### src/rtl/core/mips_branch_predecode_core_macros.svh
// Assertion macros for the MIPS branch predecode core.
`ifndef MIPS_BRANCH_PREDECODE_CORE_MACROS_SVH
`define MIPS_BRANCH_PREDECODE_CORE_MACROS_SVH

// Check a property on every clock edge outside reset
`define MBPD_ASSERT(lbl, prop, msg) \
  lbl: assert property (@(posedge clk) disable iff (!rst_n) prop) else $error(msg);

// Check a property on every clock edge, reset included
`define MBPD_ASSERT_ALWAYS(lbl, prop, msg) \
  lbl: assert property (@(posedge clk) prop) else $error(msg);

`endif

### src/rtl/core/mbpd_pkg.sv
// Types, opcode constants and decode helpers for the MIPS branch predecode core.
`timescale 1ns / 1ps

package mbpd_pkg;

  // Address meaning "none"
  localparam logic [31:0] NO_ADDR      = 32'hFFFF_FFFF;

  // Magic words that end a block
  localparam logic [31:0] MAGIC_REGIMM = 32'h0407_000D;
  localparam logic [31:0] MAGIC_A      = 32'h7C1C_97C0;
  localparam logic [31:0] MAGIC_B      = 32'hF1F3_F5F7;

  // Primary opcodes
  localparam logic [5:0] OP_SPECIAL = 6'd0;
  localparam logic [5:0] OP_REGIMM  = 6'd1;
  localparam logic [5:0] OP_J       = 6'd2;
  localparam logic [5:0] OP_JAL     = 6'd3;
  localparam logic [5:0] OP_BEQ     = 6'd4;
  localparam logic [5:0] OP_BNE     = 6'd5;
  localparam logic [5:0] OP_BLEZ    = 6'd6;
  localparam logic [5:0] OP_BGTZ    = 6'd7;
  localparam logic [5:0] OP_COP0    = 6'd16;
  localparam logic [5:0] OP_COP1    = 6'd17;
  localparam logic [5:0] OP_BEQL    = 6'd20;
  localparam logic [5:0] OP_BNEL    = 6'd21;
  localparam logic [5:0] OP_BLEZL   = 6'd22;
  localparam logic [5:0] OP_BGTZL   = 6'd23;

  // SPECIAL function codes that change flow
  localparam logic [5:0] FN_JR      = 6'd8;
  localparam logic [5:0] FN_JALR    = 6'd9;
  localparam logic [5:0] FN_SYSCALL = 6'd12;
  localparam logic [5:0] FN_BREAK   = 6'd13;

  // REGIMM rt codes
  localparam logic [4:0] RT_BLTZ    = 5'd0;
  localparam logic [4:0] RT_BGEZ    = 5'd1;
  localparam logic [4:0] RT_BLTZL   = 5'd2;
  localparam logic [4:0] RT_BGEZL   = 5'd3;
  localparam logic [4:0] RT_TGEI    = 5'd8;
  localparam logic [4:0] RT_TGEIU   = 5'd9;
  localparam logic [4:0] RT_TLTI    = 5'd10;
  localparam logic [4:0] RT_TLTIU   = 5'd11;
  localparam logic [4:0] RT_TEQI    = 5'd12;
  localparam logic [4:0] RT_TNEI    = 5'd14;
  localparam logic [4:0] RT_BLTZAL  = 5'd16;
  localparam logic [4:0] RT_BGEZAL  = 5'd17;

  // COP0 rs and function codes
  localparam logic [4:0] RS_MF      = 5'd0;
  localparam logic [4:0] RS_MT      = 5'd4;
  localparam int unsigned COP_CO_BIT = 4;
  localparam logic [5:0] FN_TLBR    = 6'd1;
  localparam logic [5:0] FN_TLBWI   = 6'd2;
  localparam logic [5:0] FN_TLBWR   = 6'd6;
  localparam logic [5:0] FN_TLBP    = 6'd8;
  localparam logic [5:0] FN_ERET    = 6'd24;

  // COP1 rs code for BC and its condition codes
  localparam logic [4:0] RS_BC      = 5'd8;
  localparam logic [4:0] BC_F       = 5'd0;
  localparam logic [4:0] BC_T       = 5'd1;
  localparam logic [4:0] BC_FL      = 5'd2;
  localparam logic [4:0] BC_TL      = 5'd3;

  // One bit per code: set where the instruction never changes flow
  localparam logic [63:0] SPECIAL_PLAIN_MASK = 64'hDD5F_FCFF_FFDF_00DD;
  localparam logic [63:0] OP_PLAIN_MASK      = 64'hA3A3_FFFF_0F00_FF00;
  localparam logic [31:0] COP1_PLAIN_MASK    = 32'h0033_0077;

  // Decode result
  typedef struct packed {
    logic        recognized;
    logic [31:0] target_pc;
    logic [31:0] continue_pc;
    logic        likely_branch;
    logic        has_delay_slot;
    logic        ends_block;
    logic        endless_loop;
  } dec_t;

  // Result of a supported instruction that does not change flow
  function automatic dec_t dec_plain();
    dec_t d;
    d.recognized     = 1'b1;
    d.target_pc      = NO_ADDR;
    d.continue_pc    = NO_ADDR;
    d.likely_branch  = 1'b0;
    d.has_delay_slot = 1'b0;
    d.ends_block     = 1'b0;
    d.endless_loop   = 1'b0;
    return d;
  endfunction

  // Conditional branch; a branch to pc+8 counts as no branch
  function automatic dec_t dec_cond(logic [31:0] tgt, logic [31:0] seq_pc, logic skip,
                                    logic self_loop, logic has_cont, logic quiet);
    dec_t d;
    d = dec_plain();
    if (!skip) begin
      d.target_pc      = tgt;
      d.endless_loop   = self_loop && !quiet;
      d.continue_pc    = has_cont ? seq_pc : NO_ADDR;
      d.has_delay_slot = 1'b1;
    end
    return d;
  endfunction

  // Branch-likely form; always reports its target
  function automatic dec_t dec_likely(logic [31:0] tgt, logic [31:0] seq_pc,
                                      logic self_loop, logic has_cont, logic quiet);
    dec_t d;
    d = dec_plain();
    d.target_pc      = tgt;
    d.endless_loop   = self_loop && !quiet;
    d.continue_pc    = has_cont ? seq_pc : NO_ADDR;
    d.likely_branch  = 1'b1;
    d.has_delay_slot = 1'b1;
    return d;
  endfunction

endpackage

### src/rtl/core/mips_branch_predecode_core.sv
// Top level of the MIPS branch predecode core: input register, decode, result register.
`timescale 1ns / 1ps
// Classifies one MIPS instruction word at its pc for control-flow analysis.
// Input channel: in_valid/in_ready with in_pc, in_instr_word and
// in_slot_writes_compare (delay slot touches a compared register).
// Result channel: out_valid/out_ready with recognized, target and continue
// addresses (all ones when none) and the likely, delay slot, block end and
// self-loop flags.
// An accepted item passes the input register, then the result register, and
// out_valid rises once it reaches the result register.
// Throughput: one item per cycle while the receiver takes results; the decode
// between the registers is a single pass, two 32-bit adders (branch, fall-through).
// When the receiver stalls, the result register holds, the input register
// still takes one more item, and in_ready drops only when both are full.
// Reset (rst_n low, synchronous) empties both registers; no item is lost or
// made up across reset.
module mips_branch_predecode_core (
  input  logic                       clk,
  input  logic                       rst_n,
  input  logic                       in_valid,
  output logic                       in_ready,
  input  logic [31:0]                in_pc,
  input  logic [31:0]                in_instr_word,
  input  logic                       in_slot_writes_compare,
  output logic                       out_valid,
  input  logic                       out_ready,
  output logic                       out_recognized,
  output logic [31:0]                out_target_pc,
  output logic [31:0]                out_continue_pc,
  output logic                       out_likely_branch,
  output logic                       out_has_delay_slot,
  output logic                       out_ends_block,
  output logic                       out_endless_loop
);
  import mbpd_pkg::*;
  `include "mips_branch_predecode_core_macros.svh"

  logic        a_valid_r, a_valid_nxt;
  logic [31:0] a_pc_r;
  logic [31:0] a_instr_r;
  logic        a_dirty_r;
  logic        out_valid_r, out_valid_nxt;
  dec_t        out_r;
  dec_t        dec;
  logic        out_load;
  logic        a_load;

  logic [5:0]  op;
  logic [4:0]  rs;
  logic [4:0]  rt;
  logic [5:0]  fn;
  logic [15:0] imm;
  logic [31:0] rel_tgt;
  logic [31:0] seq_pc;
  logic [31:0] jmp_tgt;
  logic        skip;
  logic        self_loop;
  logic        has_regs;

  logic        unrec_data;
  logic        slotless_flag;
  logic        loop_end;

  // Handshake: result register frees when taken, input register when it moves on
  assign out_load = a_valid_r && (!out_valid_r || out_ready);
  assign in_ready = !a_valid_r || out_load;
  assign a_load   = in_valid && in_ready;

  always_comb begin
    a_valid_nxt   = a_load || (a_valid_r && !out_load);
    out_valid_nxt = out_load || (out_valid_r && !out_ready);
  end

  // Input register
  always_ff @(posedge clk) begin
    if (!rst_n) begin
      a_valid_r <= 1'b0;
    end else begin
      a_valid_r <= a_valid_nxt;
    end
    if (a_load) begin
      a_pc_r    <= in_pc;
      a_instr_r <= in_instr_word;
      a_dirty_r <= in_slot_writes_compare;
    end
  end

  // Split the word and form the candidate addresses
  always_comb begin
    op        = a_instr_r[31:26];
    rs        = a_instr_r[25:21];
    rt        = a_instr_r[20:16];
    fn        = a_instr_r[5:0];
    imm       = a_instr_r[15:0];
    rel_tgt   = a_pc_r + {{14{imm[15]}}, imm, 2'b00} + 32'd4;
    seq_pc    = a_pc_r + 32'd8;
    jmp_tgt   = {a_pc_r[31:28], a_instr_r[25:0], 2'b00};
    // Offset of one word lands on pc+8; offset of minus one lands on pc
    skip      = (imm == 16'h0001);
    self_loop = (imm == 16'hFFFF);
    has_regs  = (rs != 5'd0) || (rt != 5'd0);
  end

  // Classify the instruction
  always_comb begin
    dec = dec_plain();
    unique case (op)
      OP_SPECIAL: begin
        priority if (SPECIAL_PLAIN_MASK[fn]) begin
          dec = dec_plain();
        end else if (fn == FN_JR || fn == FN_JALR) begin
          dec.ends_block     = 1'b1;
          dec.has_delay_slot = 1'b1;
        end else if (fn == FN_SYSCALL || fn == FN_BREAK) begin
          dec.ends_block = 1'b1;
        end else begin
          dec.recognized = 1'b0;
        end
      end
      OP_REGIMM: begin
        unique case (rt)
          RT_BLTZ, RT_BLTZAL: begin
            dec = dec_cond(rel_tgt, seq_pc, skip, self_loop, 1'b1, a_dirty_r);
          end
          RT_BGEZ, RT_BGEZAL: begin
            // With rs zero the branch is always taken; to itself it ends the block
            if (!skip) begin
              dec.has_delay_slot = 1'b1;
              dec.continue_pc    = (rs != 5'd0) ? seq_pc : NO_ADDR;
              if (self_loop && rs == 5'd0) begin
                dec.ends_block = 1'b1;
              end else begin
                dec.target_pc    = rel_tgt;
                dec.endless_loop = self_loop && !a_dirty_r;
              end
            end
          end
          RT_BLTZL, RT_BGEZL: begin
            dec = dec_likely(rel_tgt, seq_pc, self_loop, 1'b1, a_dirty_r);
          end
          RT_TGEI, RT_TGEIU, RT_TLTI, RT_TLTIU, RT_TEQI, RT_TNEI: begin
            dec = dec_plain();
          end
          default: begin
            if (a_instr_r == MAGIC_REGIMM) begin
              dec.ends_block = 1'b1;
            end else begin
              dec.recognized = 1'b0;
            end
          end
        endcase
      end
      OP_J: begin
        dec.target_pc      = jmp_tgt;
        dec.endless_loop   = (jmp_tgt == a_pc_r);
        dec.has_delay_slot = 1'b1;
      end
      OP_JAL: begin
        dec.ends_block     = 1'b1;
        dec.has_delay_slot = 1'b1;
      end
      OP_BEQ: begin
        dec = dec_cond(rel_tgt, seq_pc, skip, self_loop, has_regs, a_dirty_r);
      end
      OP_BNE, OP_BLEZ, OP_BGTZ: begin
        dec = dec_cond(rel_tgt, seq_pc, skip, self_loop, 1'b1, a_dirty_r);
      end
      OP_COP0: begin
        priority if (rs == RS_MF || rs == RS_MT) begin
          dec = dec_plain();
        end else if (rs[COP_CO_BIT] &&
                     (fn == FN_TLBR || fn == FN_TLBWI || fn == FN_TLBWR || fn == FN_TLBP)) begin
          dec = dec_plain();
        end else if (rs[COP_CO_BIT] && fn == FN_ERET) begin
          dec.ends_block = 1'b1;
        end else begin
          dec.recognized = 1'b0;
        end
      end
      OP_COP1: begin
        priority if (COP1_PLAIN_MASK[rs]) begin
          dec = dec_plain();
        end else if (rs == RS_BC) begin
          // Floating-point condition never marks a self-loop
          priority if (rt == BC_F || rt == BC_T) begin
            dec = dec_cond(rel_tgt, seq_pc, skip, self_loop, 1'b1, 1'b1);
          end else if (rt == BC_FL || rt == BC_TL) begin
            dec = dec_likely(rel_tgt, seq_pc, self_loop, 1'b1, 1'b1);
          end else begin
            dec = dec_plain();
          end
        end else begin
          dec.recognized = 1'b0;
        end
      end
      OP_BEQL: begin
        dec = dec_likely(rel_tgt, seq_pc, self_loop, has_regs, a_dirty_r);
      end
      OP_BNEL, OP_BLEZL, OP_BGTZL: begin
        dec = dec_likely(rel_tgt, seq_pc, self_loop, 1'b1, a_dirty_r);
      end
      default: begin
        priority if (OP_PLAIN_MASK[op]) begin
          dec = dec_plain();
        end else if (a_instr_r == MAGIC_A || a_instr_r == MAGIC_B) begin
          dec.ends_block = 1'b1;
        end else begin
          dec.recognized = 1'b0;
        end
      end
    endcase
  end

  // Result register
  always_ff @(posedge clk) begin
    if (!rst_n) begin
      out_valid_r <= 1'b0;
    end else begin
      out_valid_r <= out_valid_nxt;
    end
    if (out_load) begin
      out_r <= dec;
    end
  end

  assign out_valid          = out_valid_r;
  assign out_recognized     = out_r.recognized;
  assign out_target_pc      = out_r.target_pc;
  assign out_continue_pc    = out_r.continue_pc;
  assign out_likely_branch  = out_r.likely_branch;
  assign out_has_delay_slot = out_r.has_delay_slot;
  assign out_ends_block     = out_r.ends_block;
  assign out_endless_loop   = out_r.endless_loop;

  // Flag combinations on the held result that must never occur
  assign unrec_data    = !out_r.recognized &&
                         (out_r.target_pc != NO_ADDR || out_r.continue_pc != NO_ADDR ||
                          out_r.likely_branch || out_r.has_delay_slot ||
                          out_r.ends_block || out_r.endless_loop);
  assign slotless_flag = (out_r.likely_branch || out_r.endless_loop) && !out_r.has_delay_slot;
  assign loop_end      = out_r.endless_loop && out_r.ends_block;

  // Unsupported opcodes carry no addresses and no flags
  `MBPD_ASSERT(a_unrecognized_empty, out_valid_r |-> !unrec_data, "unrecognized result has data")
  // Likely branches and self-loops always have a delay slot
  `MBPD_ASSERT(a_likely_slot, out_valid_r |-> !slotless_flag, "branch flag without delay slot")
  // A self-loop never ends the block
  `MBPD_ASSERT(a_loop_not_end, out_valid_r |-> !loop_end, "self-loop marked as block end")
  // An item leaving the input register shows up as a result next cycle
  `MBPD_ASSERT(a_advance, out_load |=> out_valid_r, "item lost between stages")
  // Both registers are empty right after reset
  `MBPD_ASSERT_ALWAYS(a_reset_empty, !rst_n |=> !out_valid_r && !a_valid_r, "not empty after reset")

endmodule
### config.mk
export PLATFORM = sky130hd
export DESIGN_NAME = mips_branch_predecode_core
export DESIGN_NICKNAME = d
export VERILOG_FILES = /design/src/rtl/core/mbpd_pkg.sv /design/src/rtl/core/mips_branch_predecode_core.sv
export VERILOG_INCLUDE_DIRS = /design/src /design/src/rtl/core
export SDC_FILE = /design/constraint.sdc
export NUM_CORES = 1
export LEC_CHECK = 0
export BUFFER_PORTS_ARGS = -buffer_cell sky130_fd_sc_hd__buf_2
export CORE_AREA = 3 3 173 124
export CTS_CLUSTER_SIZE = 24
export DETAILED_ROUTE_END_ITERATION = 10
export DIE_AREA = 0 0 176 127
export PLACE_DENSITY = 0.65
export SETUP_SLACK_MARGIN = 0.5
export SLEW_MARGIN = 20
export SYNTH_ARGS = -nofsm -noshare
export SYNTH_HDL_FRONTEND = slang
export SYNTH_SLANG_ARGS = --single-unit
### constraint.sdc
create_clock -name clk -period 5.5 [get_ports clk]
set_input_delay 0.275 -clock clk [delete_from_list [all_inputs] [get_ports clk]]
set_output_delay 0.275 -clock clk [all_outputs]
set_load 0.005 [all_outputs]
=== Word-level counts from Yosys, hierarchy flattened ===
Memories as Yosys holds them, arrays and structs flattened. A register that Yosys moved wholly into a read port is not among the register bits.
Index checks and enable logic that the tools add are counted.

* Logic and storage cells: 152
* Memories kept: 3
* Flip-flop bits (word level): 136
* Latch bits: 0
* Input port bits: 69
* Memory bits (read-only): 160
* RAM bits: 0

{| class="wikitable"
|+ Memories
! name !! depth !! bits a word !! rd ports !! clocked after Yosys merged registers in !! write ports !! RTL line !! source
|-
| (name not given) || 64 || 1 || 1 || 1 || 0 || mips_branch_predecode_core.sv:203 || <nowiki>priority if (OP_PLAIN_MASK[op]) begin</nowiki>
|-
| (name not given) || 64 || 1 || 1 || 1 || 0 || mips_branch_predecode_core.sv:109 || <nowiki>priority if (SPECIAL_PLAIN_MASK[fn]) begin</nowiki>
|-
| (name not given) || 32 || 1 || 1 || 1 || 0 || mips_branch_predecode_core.sv:181 || <nowiki>priority if (COP1_PLAIN_MASK[rs]) begin</nowiki>
|}

* Reductions and logical operators: 44
* $mul: 0
* Multiplexer cells: 47
* Add/sub/neg operators: 3
* Equality and inequality tests: 40
* Divide/modulo/power cells: 0
* Shifts and indexed selects: 0
* Order comparisons: 3
* Bitwise gates (word level): 0

{| class="wikitable"
|+ Operator list
! cell !! number
|-
| 33-bit one-hot mux with 7 select lines || 1
|-
| 32-bit one-hot mux with 7 select lines || 1
|-
| 69-bit two-way mux || 3
|-
| 64-bit two-way mux || 3
|-
| 64-bit one-hot mux with 3 select lines || 1
|-
| 68-bit two-way mux || 2
|-
| 32-bit two-way mux || 3
|-
| 6-bit by 5-bit == test with 1-bit output (second input constant) || 7
|-
| 5-bit by 4-bit == test with 1-bit output (second input constant) || 7
|-
| 32-bit by 3-bit adder with 32-bit output (second input constant) || 1
|-
| 32-bit adder || 1
|-
| 32-bit by 4-bit adder with 32-bit output (second input constant) || 1
|-
| 32-bit by 27-bit == test with 1-bit output (second input constant) || 1
|-
| 32-bit by 31-bit == test with 1-bit output (second input constant) || 1
|-
| 32-bit == test (second input constant) || 1
|-
| 6-bit by 3-bit == test with 1-bit output (second input constant) || 5
|-
| 28-bit == test || 1
|-
| 6-bit by 4-bit == test with 1-bit output (second input constant) || 4
|-
| 1-bit two-way mux || 21
|-
| 10-bit OR reduction || 2
|-
| 6-bit by 2-bit == test with 1-bit output (second input constant) || 3
|-
| 1-bit one-hot mux with 6 select lines || 3
|-
| 16-bit by 1-bit == test with 1-bit output (second input constant) || 1
|-
| 16-bit == test (second input constant) || 1
|-
| other kinds (26) || 62
|}

=== Longest topological paths before layout ===
Gate-level depths: netlist (run 1).

* Depth in word-level cells: 8
* Depth in mapped cells: 14

=== Worst setup path before layout (run 1) ===
No wires, ideal clock.

* Path type: register to register
* Start point: register out_valid_r (netlist: out_valid)
* End point: register out_r (netlist bit out_continue_pc[0]), enable pin
* Period minus slack after synthesis: 4.048 ns
* Path slack: 1.452 ns
* Cell stages (with the launch flop): 3
* Path buffers: 0
* Library setup time: 0.505 ns
* Arrival: 3.543 ns
* Cells stage by stage: dfxtp_1 -> nor2b_1 -> nor2b_1

* Cells in the longest elaborated chain, start to end: 3

{| class="wikitable"
|+ Ends and longest elaborated chain
! what !! RTL line !! source
|-
| start: declaration || mips_branch_predecode_core.sv:42 || <nowiki>logic out_valid_r, out_valid_nxt;</nowiki>
|-
| start signal: assignment || mips_branch_predecode_core.sv:219 || <nowiki>out_valid_r <= out_valid_nxt;</nowiki>
|-
| 1-bit logical NOT || mips_branch_predecode_core.sv:65 || <nowiki>assign out_load = a_valid_r && (!out_valid_r || out_ready);</nowiki>
|-
| 1-bit logical OR || mips_branch_predecode_core.sv:65 ||
|-
| 1-bit logical AND || mips_branch_predecode_core.sv:65 ||
|-
| net out_load || mips_branch_predecode_core.sv:45 || <nowiki>logic out_load;</nowiki>
|-
| end signal: assignment || mips_branch_predecode_core.sv:222 || <nowiki>out_r <= dec;</nowiki>
|-
| end: declaration || mips_branch_predecode_core.sv:43 || <nowiki>dec_t out_r;</nowiki>
|}

The timed path passes the listed nets, and every way through them passes these cells.
A chain may end at the register's enable or synchronous reset.

==> results of run 1 <==
-- cells in the final DEF (no fill, tap or decap), types with 6 or more instances in the layout --
master / n
a211o_1: 7
a21o_1: 20
a21oi_1: 78
a221o_1: 7
a31oi_1: 6
and2_1: 7
and3_1: 11
buf_2: 139
buf_4: 6
clkbuf_16: 17
dlygate4sd3_1: 28
edfxtp_1: 134
ha_1: 58
inv_1: 13
mux2i_1: 12
nand2_1: 79
nand2b_1: 11
nand3_1: 41
nand4_1: 21
nor2_1: 71
nor2b_1: 12
nor3_1: 22
nor4_1: 12
o2111ai_1: 6
o211ai_1: 6
o21a_1: 8
o21ai_0: 59
o21ai_1: 22
xnor2_1: 28
xor2_1: 29
-- metal layers --
layer | up-vias | wire, um | share of wire [%]
li1 | 3711 | - | -
met1 | 3861 | 14100 | 49
met2 | 443 | 11200 | 39
met3 | 45 | 3130 | 11
met4 | 2 | 549 | 1.9
met5 | - | 13 | 0.045
-- state kept, by name (all words and copies together), names as in the netlist, named ones only --
signal,cells
a_dirty_r,1
a_instr_r,32
a_pc_r,32
a_valid_r,1
out_continue_pc,32
out_endless_loop,1
out_ends_block,1
out_has_delay_slot,1
out_likely_branch,1
out_recognized,1
out_target_pc,32
out_valid,1
-- path summary, 6_finish.rpt --
path	depth (start not counted)	startpoint	end	slack [ns]
max	14	a_instr_r[0]	out_target_pc[27]	1.91
min reg2reg	1	a_valid_r	out_valid	0.55
min	1	in_instr_word[17]	a_instr_r[17]	0.02
max reg2reg	14	a_instr_r[0]	out_target_pc[27]	1.91
-- cells by family (layout without fill, tap and decap cells) --
group,after synthesis,in the layout
buffers and inverters,50,220
XOR/XNOR,57,57
flip-flops,139,139
AO/OA/AOI/OAI,254,254
multiplexers,15,15
AND/OR/NAND/NOR,319,319
adder cells (fa/ha/maj),59,59
-- power by group through the flow --
| stage | clock network (W) | registers, W | logic, W |
|---|---|---|---|
| 2_1_floorplan | 0 | 0.00128 | 0.000349 |
| 3_3_place_gp | 0 | 0.00132 | 0.000484 |
| 3_5_place_dp | 0 | 0.00132 | 0.000483 |
| 4_1_cts | 0.00130 | 0.00130 | 0.000503 |
| 5_1_grt | 0.00134 | 0.00130 | 0.000571 |
| 6_report | 0.00127 | 0.00130 | 0.000514 |
-- repair_timing --
action                                 4_1_cts  5_1_grt
endpoints found under the hold margin       28        0
setup endpoints to repair                    0        0
hold buffers                                28        0
-- final cells by class --
cell class	count	share of cell area (%)
clock buffer	17	3.93
clock inverter	15	2.05
inverter	14	0.486
multi-input combinational	704	42.6
sequential	139	38.1
tap	270	3.12
timing repair buffer	174	9.69
-- per-stage QoR --
step                      setup WS, ns  cell area (um2)  hold slack (ns)  utilization, %  power (W)
after CTS                         1.92            10800         0.000507            54.4    0.00309
final                             1.91            10800           0.0225            54.5    0.00308
after floorplan                   1.45             8920            0.374               -    0.00163
after detailed placement          1.96             9860            0.453            49.7    0.00180
after global routing              1.66            10800          0.00404            54.5    0.00322
after global placement            1.95             9860            0.451            49.7    0.00180
==> results.txt, run 1 <==
----------------------------------------------------
[Power]
  Combinational share of power ... between 15 and 20%
  Switching share of total power ... 27.1%
  Maximum VDD drop ... ~0.00022 V
  Clk pwr share ... 41.3%
  P_sw ... about 0.00084 W
  Pint ... ~0.0022 W
  Power per unit of standard cell area ... 285 nW/um2
  Leak pwr ... a little over 4 nW
  Part of the total power dissipated in sequential elements ... 42.1%

[Placed design]
  Final estimated routing congestion in global placement ... 1.01
  Quantity of I/O buffers inserted on ports ... ~140
  Inst Count DP ... between 1000 and 1500
  Placed wire-length estimate ... around 21 mm

[Worst setup path]
  Data required time at the worst endpoint ... approximately 5.7 ns
  Worst endpoint data arrival time ... about 3.8 ns
  Stage delay of the slowest cell on the critical path ... between 0.5 and 0.6 ns
  Most frequent cell on the critical path ... inv_1
  Start-to-end type of the worst setup path ... register to register
  Worst Path Max Fanout ... 6
  Crit path cell chain ... inv_1 > ha_1 > inv_1 > ha_1 > inv_1 > fa_1 > nand2b_1 > a21oi_1 > o31a_1 > a2111o_1 > a311oi_2 > o22ai_1 > xnor2_1 > o211ai_1
  Crit-path slowest cell ... edfxtp_1
  Bufs and invs on worst path ... 3
  Kind of capture point of the worst setup path ... register
  CP top delay family ... compound AO/OA/AOI/OAI gates
  Setup crit start kind ... register

[Layout]
  Net total in the final layout ... 1178
  Fin cells ... 1333
  Synth-to-layout area growth ... 21.2%
  Share of post-route cells with drive strength above 1 ... between 10% and 20%
  Fillcell total ... roughly 1800
  Area of all sequential standard cells ... ~4100 um2
  Area of combinational cells with multiple inputs ... between 4000 and 5000 um2
  Antenna diodes ... 0

[Yosys]
  Nets in the synthesized netlist ... 1021
  Cell with the most instances after synthesis ... edfxtp_1
  Number of synthesized flops with an enable pin ... 134
  Simple-gate share of the synthesized area ... 18.3%
  Per-instance average area after synthesis ... approximately 10 um2
  Post-synthesis mux area share ... 1.72%
  Async set or reset register ratio after synthesis ... 0%
  Combinational family with the most area after synthesis ... simple AND/OR/NAND/NOR gates
  Post-Synthesis Cells ... slightly below 900
  Xor/xnor cell area share of the yosys netlist ... roughly 5.6%
  Number of warnings issued by yosys ... 0
  Top-area cell type share of the netlist area ... 45.1%
  Netlist area before placement ... just under 9000 um2
  Primary flip-flop cell chosen by synthesis mapping ... edfxtp_1
  Leading post-synthesis cells by cell area ... edfxtp_1, ha_1, a21oi_1, nand2_1, o21ai_0
  Top cell type by total area after synthesis ... edfxtp_1
  Post-synthesis compound-gate area fraction ... between 10% and 20%
  Register area share after synthesis ... roughly 46%
  Number of distinct library cells after synthesis ... 73
  Area share of fa/ha/maj cells after synthesis ... around 8.4%
  Register bit count reported by yosys ... roughly 140
  Commonest cells in the netlist ... edfxtp_1, nand2_1, a21oi_1

[Floorplanning]
  Placeable core region ... a little under 20000 um2
  Cell row count ... 43
  Die area ... roughly 22000 um2
  Width of the chip ... roughly 180 um
  Height of the chip ... between 100 and 150 um
  Initial cell density of the core ... between 40% and 50%
  Count of pins on the block boundary ... 140

[STA]
  Slew @ Worst Pin ... 0.959 ns
  Final setup vio count ... 0
  Period minus WS final ... around 3.6 ns
  Final clock skew ... between 0.01 and 0.015 ns
  Fin Setup TNS ... 0 ns
  Hold violation total from the final report ... 0
  RSZ-0062 raised after global routing ... no
  Worst slew margin relative to its limit ... between 30 and 40%
  Post-route clock period utilization ... around two thirds
  Max Freq ... ~280 MHz
  Slew Limit Fails ... 0

[Global route]
  Total global-route track usage ... 26.2%
  Global-route met1 utilization ... around 41%
  Maximum number of pins on one net before global-route repair ... between 40 and 50
  First-pass GRT wire length ... between 40 and 50 mm
  Number of global-route vias before repair ... roughly 7400
  Met2 Usage GRT ... about 34%
  Most Crowded Layer GR ... met1
  Number of antenna violations at the first check in global routing ... 1
  Global routing usage on met3 ... 7.84%
  Leftover overflow at the end of global routing ... 0

[Clocking]
  CTS HTree Levels ... 4
  Clock network latency to the later pin of the worst-skew pair ... 0.44 ns
  Post-CTS sizing ... 0
  TritonCTS clock tree ... done
  TritonCTS Buffers ... 17
  Post-CTS Setup Repair Bufs ... 0
  CTS root buf ... clkbuf_16
  Number of sinks handled by clock tree synthesis ... 139
  Maximum clock insertion buffer count ... 2
  Clock transition at the registers of the reported paths ... around 0.06 ns

[Drt]
  Vias per inst ... roughly 6.0
  Detailed Route WL ... about 29 mm
  Wirelength per Cell ... 21.7 um
  DRT iter0 DRCs ... roughly 970
  Drt first pass iters ... 5
  Post-DRT Antenna Nets ... 0
  Via count of the routed design ... between 8000 and 9000
  Number of remaining DRC errors ... 0

[Min path]
  Class of the most critical hold timing path ... input pin to register

[Job]
  Count of max-cap constraint violations ... 0

[Outcome]
  Outcome ... finished clean

----------------------------------------------------
Power figures use the tool's default switching activity.
==> run 2: changes to the inputs <==
PLACE_DENSITY = 0.68   (was 0.65)
clock period = 2.95 ns   (was 5.5 ns; I/O delays follow)
==> run 2 against run 1 <==
The flow now finishes with violations (setup timing). Critical endpoint unchanged. Worst hold slack better by 0.028 ns. Non-clock buffer count up 231. Via count up 15%. Core utilization up 15 points. Largest cell class unchanged. Die area unchanged. Global-route usage up 2.4 points. Clock skew up 0.0026 ns. Count of clock-buffer cells in the layout up 2. Combinational power rose to 3.2 times the previous value. Setup slack worse by 2.1 ns. Routed wire length up 18%.
==> results.txt, run 2 (synthesized netlist as in run 1, its figures left out) <==
----------------------------------------------------
[Outcome]
  Outcome ... finished with violations
  Failing checks ... setup timing

[STA]
  Max Freq ... 315 MHz
  Post-route clock period utilization ... 108%
  Slew @ Worst Pin ... 0.622 ns
  Final setup vio count ... 6
  Worst-case setup margin in the final layout ... -0.223 ns
  RSZ-0062 raised after global routing ... yes
  Fin Setup TNS ... -1.05 ns
  Hold violation total from the final report ... 0
  Worst slew margin relative to its limit ... about three fifths
  Slew Limit Fails ... 0
  Period minus WS final ... 3.17 ns
  Final clock skew ... roughly 0.014 ns

[Worst setup path]
  Reg-to-reg slack, setup ... -0.22 ns
  Worst endpoint data arrival time ... between 3 and 4 ns
  Endpoint of the most critical register-to-register path ... out_target_pc[27]
  Data required time at the worst endpoint ... 3.13 ns
  Stage delay of the slowest cell on the critical path ... 0.44 ns
  Crit path cell chain ... inv_1 > ha_1 > inv_1 > ha_4 > inv_2 > fa_2 > nand2b_4 > a21oi_4 > o31a_1 > a2111o_1 > a311oi_2 > buf_4 > o22ai_4 > xnor2_2 > o211ai_1
  Crit-path slowest cell ... a2111o_1
  Start-to-end type of the worst setup path ... register to register
  Setup crit start kind ... register
  Most frequent cell on the critical path ... inv_1
  Launch point of the worst reg-to-reg path ... a_instr_r[0]
  R2R depth ... 15
  CP top delay family ... compound AO/OA/AOI/OAI gates
  Bufs and invs on worst path ... 4
  Worst Path Max Fanout ... 3
  Launch point of the worst path ... a_instr_r[0]
  Kind of capture point of the worst setup path ... register

[Global route]
  Number of antenna violations at the first check in global routing ... 1
  Global-route met1 utilization ... between 40 and 50%
  Total global-route track usage ... around 29%
  Global routing usage on met3 ... under 10%
  Most Crowded Layer GR ... met2
  Leftover overflow at the end of global routing ... 0
  Met2 Usage GRT ... between 40% and 50%
  First-pass GRT wire length ... just under 50 mm
  Maximum number of pins on one net before global-route repair ... between 50 and 60
  Number of global-route vias before repair ... 8528

[Floorplanning]
  Initial cell density of the core ... approximately 45%
  Height of the chip ... 127 um
  Width of the chip ... about 180 um
  Count of pins on the block boundary ... 140
  Placeable core region ... 19900 um2
  Cell row count ... 43
  Die area ... around 22000 um2

[Drt]
  Drt first pass iters ... 5
  Detailed Route WL ... around 34 mm
  DRT iter0 DRCs ... around 1300
  Vias per inst ... a little under 6
  Via count of the routed design ... 9288
  Wirelength per Cell ... around 22 um
  Post-DRT Antenna Nets ... 0
  Number of remaining DRC errors ... 0

[Clocking]
  Number of sinks handled by clock tree synthesis ... 139
  CTS root buf ... clkbuf_16
  Clock transition at the registers of the reported paths ... around 0.06 ns
  TritonCTS Buffers ... 17
  Maximum clock insertion buffer count ... 2
  TritonCTS clock tree ... done
  Clock network latency to the later pin of the worst-skew pair ... between 0.4 and 0.5 ns
  CTS HTree Levels ... 4

[Min path]
  Hold endpoint ... out_valid
  Class of the most critical hold timing path ... input pin to register
  Hold path start ... out_ready
  Number of cells on the worst hold path ... 3

[Layout]
  Synth-to-layout area growth ... 54.9%
  Top library cells by usage in the layout, fill and taps aside ... buf_4, buf_2, edfxtp_1, nand2_1
  Share of post-route cells with drive strength above 1 ... about two fifths
  Final Core Density ... 69.6%
  Antenna diodes ... 0
  Net total in the final layout ... 1409
  Most common cell after layout, fill and taps aside ... buf_4
  Fillcell total ... around 1300

[Placed design]
  Final estimated routing congestion in global placement ... approximately 0.98
  Placed wire-length estimate ... ~23 mm
  Quantity of I/O buffers inserted on ports ... 139
  Placement-stage worst setup slack ... -0.0879 ns

[Power]
  Leak pwr ... between 5 and 6 nW
  Maximum VDD drop ... just over 0.0004 V
  Power per unit of standard cell area ... around 460 nW/um2

[Job]
  Count of max-cap constraint violations ... 0

----------------------------------------------------
-- run 2: worst max-delay path by stage --
| stage | end | slack (ns) | depth (start not counted) |
|---|---|---|---|
| 2_1_floorplan | out_target_pc[27] | -0.13 | 12 |
| 3_3_place_gp | out_target_pc[27] | -0.05 | 13 |
| 3_5_place_dp | out_target_pc[27] | -0.09 | 13 |
| 4_1_cts | out_target_pc[27] | -0.11 | 13 |
| 5_1_grt | out_target_pc[25] | -0.32 | 13 |
| 6_report | out_target_pc[27] | -0.22 | 15 |
-- run 2: where the power goes --
part	total, W	internal [W]	switching, W
clock network	0.00237	0.00149	0.000882
registers	0.00237	0.00228	0.0000849
logic	0.00164	0.000801	0.000839
-- run 2: timing repair --
item	in CTS	in global routing
buffers inserted	19	40
setup endpoints to repair	52	62
endpoints found under the hold margin	68	0
resized for setup	62	133
pin swaps	27	68
hold buffers	66	0
-- run 2: metal layers --
metal	part of all wire [%]	vias to the layer above
met3	11	98
li1	-	4175
met5	0.038	-
met2	44	624
met4	2.7	2
met1	42	4389
-- run 2: worst register-to-register path: cells and delay by family, from the launching register on --
kind	cells	cell delay [ns]
xor gates and xnor gates	1	0.14
adders and majority gates	3	0.52
and+or+nand+nor	1	0.14
buffers and inverters	4	0.42
AOI/OAI and AO/OA	6	1.31
DFF	1	0.41
-- run 2: through the flow --
step	hold WS, ns	cells	power [W]	cell area, um2
5_1_grt	0.0602	1563	0.00658	13800
4_1_cts	0.0475	1523	0.00611	12800
3_5_place_dp	0.326	1407	0.00359	11000
2_1_floorplan	0.246	893	0.00307	9030
6_report	0.0506	1563	0.00638	13800
3_3_place_gp	0.324	1407	0.00358	11000
-- run 2: cell type report --
cell class,count,area (um2),area share (%)
flip-flops and latches,139,4120,29.8
clock inverters,12,196,1.42
repair buffers,405,2990,21.7
well taps,270,338,2.44
multi-input cells,704,5680,41.1
clock buffers,19,433,3.13
inverters,14,56.3,0.407
==> run 3: changes to the inputs <==
--- a/config.mk
+++ b/config.mk
@@ -12,5 +12,5 @@
 export DETAILED_ROUTE_END_ITERATION = 10
 export DIE_AREA = 0 0 176 127
-export PLACE_DENSITY = 0.68
+export PLACE_DENSITY = 0.65
 export SETUP_SLACK_MARGIN = 0.5
 export SLEW_MARGIN = 20
==> constraint.sdc (replaced) <==
create_clock -name clk -period 3.19 [get_ports clk]
set_input_delay 0.1595 -clock clk [delete_from_list [all_inputs] [get_ports clk]]
set_output_delay 0.1595 -clock clk [all_outputs]
set_load 0.02 [all_outputs]
==> run 3 against run 2 <==
The run now ends clean. Power is 15% lower. First-iteration DRC count is 20% lower. Routed wire length is 9.4% lower. Clock power is 18% lower. Worst hold slack better by 0.022 ns. Final cell count is 5.3% lower. Sequential share of layout area is 3.3 points higher. Die area stayed put. Critical path type unchanged. Largest cell class unchanged.
==> results.txt, run 3 (synthesized netlist as in run 1, its figures left out) <==
----------------------------------------------------
[Layout]
  Synth-to-layout area growth ... 39.5%
  Antenna diodes ... 0
  Net total in the final layout ... 1325
  Most common cell after layout, fill and taps aside ... buf_2
  Area of combinational cells with multiple inputs ... just over 5000 um2
  Top library cells by usage in the layout, fill and taps aside ... buf_2, edfxtp_1, buf_4, nand2_1, a21oi_1
  Area of all sequential standard cells ... 4120 um2
  Fillcell total ... 1593
  Share of post-route cells with drive strength above 1 ... a little under a third
  Final instance area ... 12400 um2
  Fin cells ... ~1500

[Placed design]
  Area of placed instances ... roughly 10000 um2
  Inst Count DP ... between 1000 and 1500
  Placed wire-length estimate ... 22.2 mm
  Final estimated routing congestion in global placement ... 0.988
  Quantity of I/O buffers inserted on ports ... roughly 140

[STA]
  Hold violation total from the final report ... 0
  Period minus WS final ... slightly above 3 ns
  Slew Limit Fails ... 0
  Worst slew margin relative to its limit ... between 50% and 60%
  Final clock skew ... roughly 0.008 ns
  Slew @ Worst Pin ... slightly below 0.7 ns
  Final setup vio count ... 0
  RSZ-0062 raised after global routing ... yes
  Post-route clock period utilization ... 97.5%
  Fin Setup TNS ... 0 ns
  Hold slack final ... approximately 0.073 ns
  Max Freq ... 321 MHz

[Clocking]
  Number of sinks handled by clock tree synthesis ... about 140
  Clock transition at the registers of the reported paths ... around 0.060 ns
  Maximum clock insertion buffer count ... 2
  Clock network latency to the later pin of the worst-skew pair ... 0.43 ns
  TritonCTS Buffers ... 17
  CTS root buf ... clkbuf_16
  TritonCTS clock tree ... done
  CTS HTree Levels ... 4

[Worst setup path]
  Setup crit start kind ... register
  Stage delay of the slowest cell on the critical path ... about 0.5 ns
  Crit path cell chain ... ha_4 > ha_4 > inv_2 > fa_2 > nand2b_4 > a21oi_2 > o31a_1 > a2111o_1 > a311oi_4 > o22ai_2 > xnor2_1 > o211ai_1
  Endpoint of the most critical register-to-register path ... out_target_pc[27]
  Reg-to-reg slack, setup ... 0.08 ns
  Most frequent cell on the critical path ... ha_4
  Bufs and invs on worst path ... 1
  CP top delay family ... compound AO/OA/AOI/OAI gates
  Worst endpoint data arrival time ... 3.28 ns
  Launch point of the worst reg-to-reg path ... a_instr_r[1]
  R2R depth ... 12
  Data required time at the worst endpoint ... 3.36 ns
  Kind of capture point of the worst setup path ... register
  Worst Path Max Fanout ... 3
  Start-to-end type of the worst setup path ... register to register
  Crit-path slowest cell ... a2111o_1

[Floorplanning]
  Die area ... around 22000 um2
  Count of pins on the block boundary ... between 100 and 150
  Initial cell density of the core ... approximately 45%
  Cell row count ... between 40 and 50
  Placeable core region ... ~20000 um2
  Height of the chip ... roughly 130 um
  Width of the chip ... approximately 180 um

[Global route]
  Number of global-route vias before repair ... between 8000 and 9000
  Maximum number of pins on one net before global-route repair ... 50
  Number of antenna violations at the first check in global routing ... 1
  First-pass GRT wire length ... about 46 mm
  Total global-route track usage ... 27.2%
  Leftover overflow at the end of global routing ... 0

[Power]
  Power per unit of standard cell area ... ~440 nW/um2
  Leak pwr ... ~4.8 nW
  Maximum VDD drop ... between 0.0002 and 0.0003 V
  PnR Total Power ... between 0.005 and 0.006 W

[Outcome]
  Outcome ... finished clean

[Drt]
  Post-DRT Antenna Nets ... 0
  Drt first pass iters ... 5
  Routed wire length on met3 ... between 3 and 4 mm
  Detailed Route WL ... between 30 and 40 mm
  Via count of the routed design ... just under 9000
  Wirelength per Cell ... 20.9 um
  DRT iter0 DRCs ... approximately 1000
  Vias per inst ... between 5 and 6
  Number of remaining DRC errors ... 0
  Highest Signal Layer ... met5
  Met2 WL post-DR ... between 10 and 15 mm
  Met1 Routed Length ... around 14 mm

[Min path]
  Hold path start ... in_valid
  Hold endpoint ... a_valid_r
  Class of the most critical hold timing path ... input pin to register
  Number of cells on the worst hold path ... 3

[Job]
  Count of max-cap constraint violations ... 0

----------------------------------------------------
run 3: layout make-up:
cell class	instances	share of cell area, %
Multi-Input combinational cell	704	41.1
Sequential cell	139	33.1
Timing Repair Buffer	321	18.0
Clock buffer	21	3.62
Tap cell	270	2.71
Clock inverter	11	0.965
Inverter	14	0.452
run 3: where the power goes:
part           switching, W  internal [W]  total, W
combinational      0.000689      0.000576   0.00127
clock              0.000786       0.00117   0.00195
sequential        0.0000836       0.00211   0.00219
run 3: timing repair:
action | 4_1_cts | 5_1_grt
pin swaps | 18 | 19
resized for setup | 29 | 45
buffers inserted | 18 | 23
hold endpoints to repair | 68 | 0
hold buffers | 66 | 0
endpoints found under the setup margin | 25 | 50
run 3: through the flow:
step / utilization [%] / setup slack, ns
after floorplan: - / 0.111
after global placement: 52.7 / 0.0795
after detailed placement: 52.7 / 0.0487
after CTS: 60.6 / 0.0772
after global routing: 62.7 / -0.0451
final: 62.7 / 0.0787
run 3: metal layers:
layer  vias up  GRT usage, %
li1       4007             -
met1      4134          41.6
met2       522          38.2
met3        46          7.75
met4         2          6.19
met5         -             0
run 3: how the worst max path moves through the flow:
stage	from	endpoint	slack, ns	cells after the start
2_1_floorplan	a_instr_r[1]	out_target_pc[27]	0.11	12
3_3_place_gp	a_instr_r[1]	out_target_pc[27]	0.08	12
3_5_place_dp	a_instr_r[1]	out_target_pc[27]	0.05	12
4_1_cts	a_instr_r[1]	out_target_pc[27]	0.08	12
5_1_grt	a_instr_r[1]	out_target_pc[27]	-0.05	12
6_report	a_instr_r[1]	out_target_pc[27]	0.08	12
run 3: worst reg2reg max path: stages, from the launching register on:
cell      delay, ns
edfxtp_1       0.44
ha_4           0.28
ha_4           0.16
inv_2          0.05
fa_2           0.18
nand2b_4       0.13
a21oi_2        0.06
o31a_1         0.27
a2111o_1       0.50
a311oi_4       0.42
o22ai_2        0.12
xnor2_1        0.15
o211ai_1       0.09
